## src/hdl/sfi_ram.sv

```systemverilog
// Generic simple dual-port RAM with registered read.
`default_nettype none
module sfi_ram #(
	parameter int WIDTH = 32,
	parameter int DEPTH = 64
) (
	input  wire logic                     clk,
	input  wire logic                     we,
	input  wire logic [$clog2(DEPTH)-1:0] waddr,
	input  wire logic [WIDTH-1:0]         wdata,
	input  wire logic                     re,
	input  wire logic [$clog2(DEPTH)-1:0] raddr,
	output logic [WIDTH-1:0]              rdata
);
	logic [WIDTH-1:0] mem [DEPTH];

	always_ff @(posedge clk) begin
		if (we) begin
			mem[waddr] <= wdata;
		end
		if (re) begin
			rdata <= mem[raddr];
		end
	end
endmodule
`default_nettype wire

```

## config.mk

```make
export PLATFORM = sky130hd
export DESIGN_NAME = sfi_ram
export DESIGN_NICKNAME = d
export VERILOG_FILES = /design/src/hdl/sfi_ram.sv
export SDC_FILE = /design/constraint.sdc
export NUM_CORES = 2
export LEC_CHECK = 0
export CAP_MARGIN = 20
export CORE_MARGIN = 2
export CORE_UTILIZATION = 57
export CTS_CLUSTER_DIAMETER = 120
export CTS_CLUSTER_SIZE = 20
export DETAILED_ROUTE_END_ITERATION = 10
export DONT_BUFFER_PORTS = 1
export HOLD_SLACK_MARGIN = 0.06
export PLACE_DENSITY_LB_ADDON = 0.12
export SETUP_SLACK_MARGIN = 0.5
export SYNTH_ARGS = -nofsm -noshare
export SYNTH_HDL_FRONTEND = slang
export SYNTH_SLANG_ARGS = --single-unit
export TNS_END_PERCENT = 1
```

## constraint.sdc

```tcl
create_clock -name clk -period 3.65 [get_ports clk]
set_input_delay 0.73 -clock clk [delete_from_list [all_inputs] [get_ports clk]]
set_output_delay 0.73 -clock clk [all_outputs]
set_load 0.005 [all_outputs]
```

==> flow_summary.ini <==
[drt]
drtIter0Drc = 5489
drt_pass1_iterations = 5
vias_per_cell = 6.983
ant_nets = 0
wirelength_um = 205500
drc_errors = 0
routedWlPerCell_um = 39.18
num_vias = 36630

[placed_design]
portBuffers = 0
dp_slack_ns = 0.2910
place_area_um2 = 81850
dp.cells = 5049
dp_hpwl_um = 102200
globalplace.congestion = 0.7965

[setup_path]
start_kind = input pin
timing.rr.start = mem[11][9]
ff2ff_setup_slack_ns = 1.16
path_class = in2reg
worst_setup_path_end_kind = register
required_ns = 4.12
startpoint = raddr[0]
rr_worst_depth = 4
timing.rr.end = rdata[9]
path_max_fanout = 513
crit_end = rdata[2]
arrival_ns = 4.46

[clock_tree]
post_cts_resize_count = 0
numCtsBuffers = 114
htree_levels = 3
max-clock-path-buffers = 3
tritoncts = yes
clk_latency_ns = 0.76
cts.sinks = 2080
clockRootBuffer = clkbuf_16
clkSlewWorstSetupHoldPaths_ns = 0.08

[die]
start_util_pct = 57.41
ioPinCount = 79
core_area_um2 = 137300
die_area_um2 = 141300
die_h_um = 375.9
dieWidth_um = 375.9
num_rows = 136

[status]
violations = max-slew violations, negative setup slack
outcome = complete, but fails checks

[worst_hold_path]
worstHoldPathType = in2reg
min_from = wdata[27]

[logic_synthesis]
synth_area_um2 = 78840
synth_edf_count = 2080
ys_ff_latch = 2080
synth_warnings = 0
ys_seq_area_share_pct = 79.23
synthArstFlopShare_pct = 0
syn_nets = 3371
synth_cells = 3324
avgSynthCellArea_um2 = 23.72
synthFlopType = edfxtp_1
yosysUniqueCellTypes = 33

[sta]
finalSetupViolCount = 8
skew_ns = 0.02940
rsz0062_at_grt = no
min_period_ns = 3.986
whs_ns = 0.1231
finalHoldViolations = 0
fmax_mhz = 250.9
slew_headroom_pct = -58.69
setup_slack_ns = -0.3360
fin_crit_sh_pct = 109.2
maxSlewViolCount = 225
worst_slew_pin_slew_ns = 2.380

[global_routing]
grt_use_total_pct = 29.54
grt_pass1_vias = 36690
grt_max_degree = 514
grt_antenna_before_repair = 12
grt_remaining_overflow = 0
grt_pass1_wl_um = 285300

[pwr]
vdd_ir_drop_max_mv = 0.4633
power_density_nw_per_um2 = 481.2
power_leakage_nw = 26.10

[run]
maxCapViolations = 0

[cells_and_area]
post-route-util_pct = 62.67
fin_cells = 5246
syn_to_final_growth_pct = 9.167
drive_above_1_share_pct = 25.52
diodes = 0
nNetsFinal = 3495
fin_area_um2 = 86060
[Yosys cell counts (15+ instances only)]
cell type     n  area share [%]
a21oi_1      62            0.39
buf_1        21            0.10
buf_2        57            0.36
buf_4        25            0.24
clkbuf_1     74            0.35
edfxtp_1   2080              79
mux2i_1      93             1.2
mux4_2      544              16
nand2_1      26            0.12
nor2_1      137            0.65
nor2b_1      15            0.12
o221ai_1     27            0.30
o22ai_1      84            0.67
[layout by cell type (no fill, tap or decap), drive strengths merged]
cell type    instances
a21oi               62
a22oi               12
a311oi               8
a31oi                1
a41o                 4
and2                 2
and3                 4
buf                146
bufinv               1
clkbuf             118
dlygate4sd3         43
edfxtp            2080
inv                  2
mux2i               93
mux4               544
nand2               26
nand2b               8
nand3                5
nand3b               5
nand4                2
nand4b               1
nor2               137
nor2b               15
nor3                 7
o221ai              27
o22ai               84
o32ai                4
or2                  3
or3                  3
or3b                 5
[kinds of logic after synthesis]
logic type	synth area share, %
AND/OR/NAND/NOR	1.260
AO/OA/AOI/OAI	1.666
buffers and inverters	1.124
flip-flops	79.23
multiplexers	16.72
[per-layer routing]
| layer | global-route usage, % | vias up | routed length (um) |
|---|---|---|---|
| met2 | 47.67 | 2042 | 100100 |
| met4 | 8.259 | 2 | 6501 |
| met1 | 41.68 | 19950 | 76290 |
| met5 | 0 | - | 11 |
| li1 | - | 14360 | - |
| met3 | 6.156 | 276 | 22570 |
[per-stage QoR]
stage	TNS, ns	total power [mW]
floorplan	-7.457	28.33
global placement	0	28.53
detailed placement	0	28.54
CTS	0	41.55
global route	0	42.43
finish	-0.8655	41.42
[report_power, final]
part | internal [mW] | switching, mW
registers | 26.5 | 0.117
logic | 0.951 | 1.05
clock network | 5.75 | 7.10
total | 33.1 | 8.27
[worst min path at each step]
stage,cells past startpoint,slack [ns],to
3_3_place_gp,4,0.80,rdata[17]
3_5_place_dp,0,0.83,mem[8][10]
4_1_cts,0,0.06,mem[36][3]
5_1_grt,0,0.06,mem[36][3]
2_1_floorplan,4,0.75,rdata[17]
6_report,0,0.12,mem[47][27]
[flip-flops by register name, indices dropped and copies added, names as in the netlist]
signal and cells:
mem 2048, rdata 32
[worst max-delay path: stages]
cell and delay, ns:
mux4_2 1.28, mux2i_1 0.38, a21oi_1 0.14, a21oi_1 0.67
nor2_1 0.15
[area by class of cell]
type                    count  area, um^2
flip-flops and latches   2080       62460
fillers                  8967       51260
multi-input cells        1062       15970
clock buffers             117        2928
repair buffers            190        2390
well taps                1794        2245
clock inverters             3       66.31
[repair_timing]
| action | 4_1_cts | 5_1_grt |
|---|---|---|
| hold buffers | 72 | 0 |
| buffers inserted | 0 | 0 |
| endpoints found under the hold margin | 1263 | 0 |
Power figures use the tool's default switching activity.
