**config.mk**
```make
export PLATFORM = sky130hd
export DESIGN_NAME = sfi_accum
export DESIGN_NICKNAME = d
export VERILOG_FILES = /design/src/hdl/sfi_pkg.sv /design/src/hdl/sfi_accum.sv
export SDC_FILE = /design/constraint.sdc
export NUM_CORES = 2
export LEC_CHECK = 0
export ABC_AREA = 1
export ABC_CLOCK_PERIOD_IN_PS = 9200
export BUFFER_PORTS_ARGS = -buffer_cell sky130_fd_sc_hd__buf_2
export CORE_UTILIZATION = 40
export CTS_CLUSTER_SIZE = 30
export DETAILED_ROUTE_END_ITERATION = 12
export SLEW_MARGIN = 20
export SYNTH_ARGS = -nofsm -noshare
export SYNTH_HDL_FRONTEND = slang
export SYNTH_SLANG_ARGS = --single-unit
```
**constraint.sdc**
```tcl
create_clock -name clk -period 9.2 [get_ports clk]
set_clock_uncertainty 0.2 [all_clocks]
set_input_delay 0.92 -clock clk [delete_from_list [all_inputs] [get_ports clk]]
set_output_delay 0.92 -clock clk [all_outputs]
set_load 0.005 [all_outputs]
```
**src/hdl/sfi_pkg.sv**
```systemverilog
// Shared types, codes and constants of the step function integral block.
`default_nettype none
package sfi_pkg;

	localparam int X_W          = 32;
	localparam int IDX_W        = 6;
	localparam int OUT_W        = 64;
	localparam int PU_W         = 7;
	localparam int TOL_W        = 16;
	localparam int CFG_IDX_W    = 1;
	localparam int CFG_DATA_W   = 16;
	localparam int MAX_POINTS_DEF = 64;

	localparam logic REQ_LOAD  = 1'b0;
	localparam logic REQ_QUERY = 1'b1;

	localparam logic [CFG_IDX_W-1:0] CFG_POINTS_IN_USE = 1'd0;
	localparam logic [CFG_IDX_W-1:0] CFG_MATCH_TOL     = 1'd1;

	localparam logic signed [OUT_W-1:0] ACC_MAX = {1'b0, {(OUT_W-1){1'b1}}};
	localparam logic signed [OUT_W-1:0] ACC_MIN = {1'b1, {(OUT_W-1){1'b0}}};

	typedef enum logic [2:0] {
		ST_IDLE,
		ST_CHECK,
		ST_WALK,
		ST_WAIT,
		ST_RESULT
	} state_t;

	typedef struct packed {
		logic                  valid;
		logic                  last;
		logic signed [X_W-1:0] plo;
		logic signed [X_W-1:0] phi;
		logic signed [X_W-1:0] lev;
	} piece_t;

	typedef struct packed {
		logic                    done;
		logic                    flag;
		logic signed [OUT_W-1:0] value;
	} acc_res_t;

endpackage
`default_nettype wire

```
**src/hdl/sfi_accum.sv**
```systemverilog
// Piece clipping, length times level product and saturating accumulation.
`default_nettype none
module sfi_accum (
	input  wire logic                           clk,
	input  wire logic                           arst_n,
	input  wire logic                           clear,
	input  wire sfi_pkg::piece_t                piece,
	input  wire logic signed [sfi_pkg::X_W-1:0] lo,
	input  wire logic signed [sfi_pkg::X_W-1:0] hi,
	output sfi_pkg::acc_res_t                   res
);
	logic                               v_s2, last_s2;
	logic signed [sfi_pkg::X_W-1:0]     plo_s2, phi_s2, lev_s2;
	logic                               v_s3, last_s3;
	logic [sfi_pkg::X_W-1:0]            len_s3;
	logic signed [sfi_pkg::X_W-1:0]     lev_s3;
	logic                               v_s4, last_s4;
	logic signed [sfi_pkg::OUT_W-1:0]   prod_s4;
	logic signed [sfi_pkg::OUT_W-1:0]   acc_q;
	logic                               flag_q, done_q;

	logic signed [sfi_pkg::X_W-1:0]     s_start, s_end;
	logic signed [sfi_pkg::X_W:0]       s_diff;
	logic [sfi_pkg::X_W-1:0]            len_c;
	logic signed [sfi_pkg::OUT_W:0]     prod_c;
	logic signed [sfi_pkg::OUT_W:0]     sum_c;
	logic signed [sfi_pkg::OUT_W-1:0]   acc_c;
	logic                               clip_c;

	always_comb begin
		s_start = (plo_s2 > lo) ? plo_s2 : lo;
		s_end   = (phi_s2 < hi) ? phi_s2 : hi;
		s_diff  = {s_end[sfi_pkg::X_W-1], s_end} - {s_start[sfi_pkg::X_W-1], s_start};
		len_c   = (s_end > s_start) ? s_diff[sfi_pkg::X_W-1:0] : '0;
	end

	assign prod_c = $signed({1'b0, len_s3}) * lev_s3;

	always_comb begin
		sum_c  = {acc_q[sfi_pkg::OUT_W-1], acc_q} + {prod_s4[sfi_pkg::OUT_W-1], prod_s4};
		clip_c = sum_c[sfi_pkg::OUT_W] != sum_c[sfi_pkg::OUT_W-1];
		if (clip_c) begin
			acc_c = sum_c[sfi_pkg::OUT_W] ? sfi_pkg::ACC_MIN : sfi_pkg::ACC_MAX;
		end else begin
			acc_c = sum_c[sfi_pkg::OUT_W-1:0];
		end
	end

	always_ff @(posedge clk or negedge arst_n) begin
		if (!arst_n) begin
			v_s2   <= 1'b0;
			v_s3   <= 1'b0;
			v_s4   <= 1'b0;
			acc_q  <= '0;
			flag_q <= 1'b0;
			done_q <= 1'b0;
		end else begin
			v_s2 <= piece.valid;
			v_s3 <= v_s2;
			v_s4 <= v_s3;
			if (clear) begin
				acc_q  <= '0;
				flag_q <= 1'b0;
				done_q <= 1'b0;
			end else begin
				done_q <= v_s4 && last_s4;
				if (v_s4) begin
					acc_q  <= acc_c;
					flag_q <= flag_q | clip_c;
				end
			end
		end
	end

	always_ff @(posedge clk) begin
		last_s2 <= piece.last;
		plo_s2  <= piece.plo;
		phi_s2  <= piece.phi;
		lev_s2  <= piece.lev;
		last_s3 <= last_s2;
		len_s3  <= len_c;
		lev_s3  <= lev_s2;
		last_s4 <= last_s3;
		prod_s4 <= prod_c[sfi_pkg::OUT_W-1:0];
	end

	assign res.done  = done_q;
	assign res.flag  = flag_q;
	assign res.value = acc_q;
endmodule
`default_nettype wire

```
==> results.json <==
{
  "drive_above_1_share_pct": 6.504,
  "cts_sinks": 296,
  "antenna_found_initial": 9,
  "r2r_cells": 23,
  "cp_slowest_cell": "dfxtp_1",
  "ys_seq_area_share_pct": 12.00,
  "finalHoldViolCount": 0,
  "hold_start": "lev_s2[24]$_DFF_P_",
  "rsz0062_at_grt": "no",
  "maxCapViolations": 0,
  "synth_edf_count": 0,
  "final_net_count": 8688,
  "grt_max_degree": 70,
  "crit_path_max_incr_delay_ns": 1.05,
  "r2r-end": "prod_s4[43]$_DFF_P_",
  "overflow": 0,
  "drt_iter0_markers": 3036,
  "reg2reg_slack_ns": 1.05,
  "min_to": "lev_s3[24]$_DFF_P_",
  "clockRootBuffer": "clkbuf_16",
  "mappedNetlistArea_um2": 52270,
  "gp_congestion": 0.9714,
  "whs_ns": 0.1232,
  "synth.distinct_cells": 43,
  "placementRows": 132,
  "avgRoutedWirePerCell_um": 18.20,
  "areaGrowthSynthToFinish_pct": 9.206,
  "start_util_pct": 40.32,
  "fp.dieW_um": 363.5,
  "grt_pass1_wl_um": 256600,
  "clk_latency_ns": 0.65,
  "worstPathRequired_ns": 9.54,
  "drt_pass1_iterations": 6,
  "synth.largest_area_cell": "fa_1",
  "min_period_ns": 8.150,
  "crit_path_frequent_cell": "fa_1",
  "core_area_um2": 129600,
  "ant_nets": 0,
  "async_reset_ff_share_pct": 23.31,
  "cts_buffer_depth": 3,
  "worstPathArrival_ns": 8.49,
  "slew-limit-headroom_pct": 23.35,
  "synth_commonest_cells": "nand2_1, inv_1, fa_1, ha_1, nor2_1",
  "drc": 0,
  "post_cts_resized": 0,
  "slew_violations": 0,
  "syn_avg_cell_area_um2": 7.431,
  "grt.total_usage_pct": 25.19,
  "timing.rr.start": "lev_s3[8]$_DFF_P_",
  "synthTopCellsByArea": "fa_1, nand2_1, inv_1, ha_1, dfxtp_1",
  "synth_nets": 8548,
  "outcome": "finished, final reports clean",
  "portBuffers": 230,
  "tns_ns": 0,
  "grt_pass1_vias": 44900,
  "whs_path_depth": 0,
  "cts_setup_buffers": 0,
  "ys_ff_latch": 296,
  "path_buf_inv": 6,
  "path_clk_slew_ns": 0.06,
  "crit_chain": "buf_4 -> nand2_1 -> inv_1 -> fa_1 -> fa_1 -> inv_1 -> fa_1 -> inv_1 -> fa_1 -> inv_1 -> fa_1 -> fa_1 -> fa_1 -> fa_1 -> inv_1 -> ha_1 -> a21oi_1 -> o21ai_0 -> a21oi_1 -> o21ai_0 -> a21oi_1 -> o21ai_0 -> xor2_1",
  "critical_path.top_delay_family": "adder cells",
  "numCtsBuffers": 45,
  "holdBufCountCts": 0,
  "die_height_um": 363.5,
  "synth_ff_type": "dfxtp_1",
  "path_max_fanout": 24,
  "finalWirelength_um": 163100,
  "yosys.cell_count.top_type": "nand2_1",
  "cts_tree": "yes",
  "fin_crit_sh_pct": 88.58,
  "vias": 43770,
  "start_kind": "flop",
  "h-tree-depth": 2,
  "yosys_warnings": 0,
  "postSynthCellCount": 7034,
  "die_area_um2": 132100,
  "min_path_type": "flop to flop",
  "critPathKind": "flop to flop",
  "report.final.setup_viol": 0,
  "io_pins": 231,
  "worst_pin_slew_ns": 1.148,
  "synth_top_area_share_pct": 34.43,
  "dp_hpwl_um": 138100,
  "fmax_mhz": 122.7,
  "avgViaCountPerCell": 4.883,
  "cp-end-kind": "flop"
}
==> cells in the final DEF (no fill, tap or decap), types with 32 or more instances in the layout <==
master,count
nand3_1,231
nor3_1,32
o21ai_0,123
inv_1,1878
fa_1,899
xor2_1,55
ha_1,450
clkbuf_16,47
buf_2,229
buf_4,101
nand2_1,2012
a21oi_1,222
o21bai_1,41
dfxtp_1,221
xnor2_1,50
nor2_1,307
dfrtp_1,69
==> worst register-to-register path, delay by kind of cell (launching register included) <==
family                     cells  cell delay [ns]
DFF                            1             1.05
buffers and inverters          6             0.67
AOI/OAI and AO/OA              6             1.35
xor gates and xnor gates       1             0.30
and+or+nand+nor                1             0.07
adders and majority gates      9             4.40
==> layer usage <==
layer | track usage [%] | up-vias | part of all wire, % | routed length, µm
met5 | 0 | - | 0.025 | 40
met4 | 9.225 | 6 | 4.0 | 6462
met3 | 2.600 | 239 | 5.3 | 8568
met1 | 33.31 | 21530 | 43 | 70010
li1 | - | 20750 | - | -
met2 | 42.55 | 1245 | 48 | 78070
==> layout make-up <==
class	count	area, µm²
fillers	13400	72560
multi-input cells	4619	37990
inverters	1879	7053
flip-flops and latches	296	6279
well taps	1742	2180
repair buffers	333	1964
clock buffers	58	1267
clock inverters	26	329.1
diodes	11	27.53
==> worst max-delay path by stage <==
stage | startpoint | to | slack (ns) | depth (start not counted)
2_1_floorplan | len_s3[15]$_SDFF_PP0_ | prod_s4[63]$_DFF_P_ | 2.54 | 27
3_3_place_gp | len_s3[25]$_SDFF_PP0_ | prod_s4[43]$_DFF_P_ | 0.90 | 24
3_5_place_dp | len_s3[25]$_SDFF_PP0_ | prod_s4[43]$_DFF_P_ | 1.00 | 24
4_1_cts | len_s3[25]$_SDFF_PP0_ | prod_s4[43]$_DFF_P_ | 1.00 | 24
5_1_grt | lev_s3[8]$_DFF_P_ | prod_s4[43]$_DFF_P_ | 0.65 | 23
6_report | lev_s3[8]$_DFF_P_ | prod_s4[43]$_DFF_P_ | 1.05 | 23
==> state kept, by name, summed over array words and instances, names as in the netlist <==
register	count
acc_q	64
prod_s4	64
len_s3	32
lev_s2	32
lev_s3	32
phi_s2	32
plo_s2	32
done_q	1
flag_q	1
last_s2	1
last_s3	1
last_s4	1
v_s2	1
v_s3	1
v_s4	1
==> stage by stage <==
stage / area, µm² / cells / worst slack (ns) / util, %
floorplan: 52270 / 7034 / 2.544 / -
global placement: 55450 / 8869 / 0.9040 / 42.77
detailed placement: 55460 / 8869 / 1.004 / 42.77
CTS: 57050 / 8953 / 1.004 / 44.01
global route: 57070 / 8960 / 0.6501 / 44.02
finish: 57080 / 8964 / 1.050 / 44.03
==> kinds of logic after synthesis <==
logic type / synth area share, %
fa+ha+maj: 45.20
simple gates: 20.64
buf+inv: 15.36
compound gates: 5.048
xor+xnor: 1.759
flops: 12.00
Power is left out: the tool's default activity adds up to more than one toggle a clock period on the data nets, which glitch-free logic cannot reach.
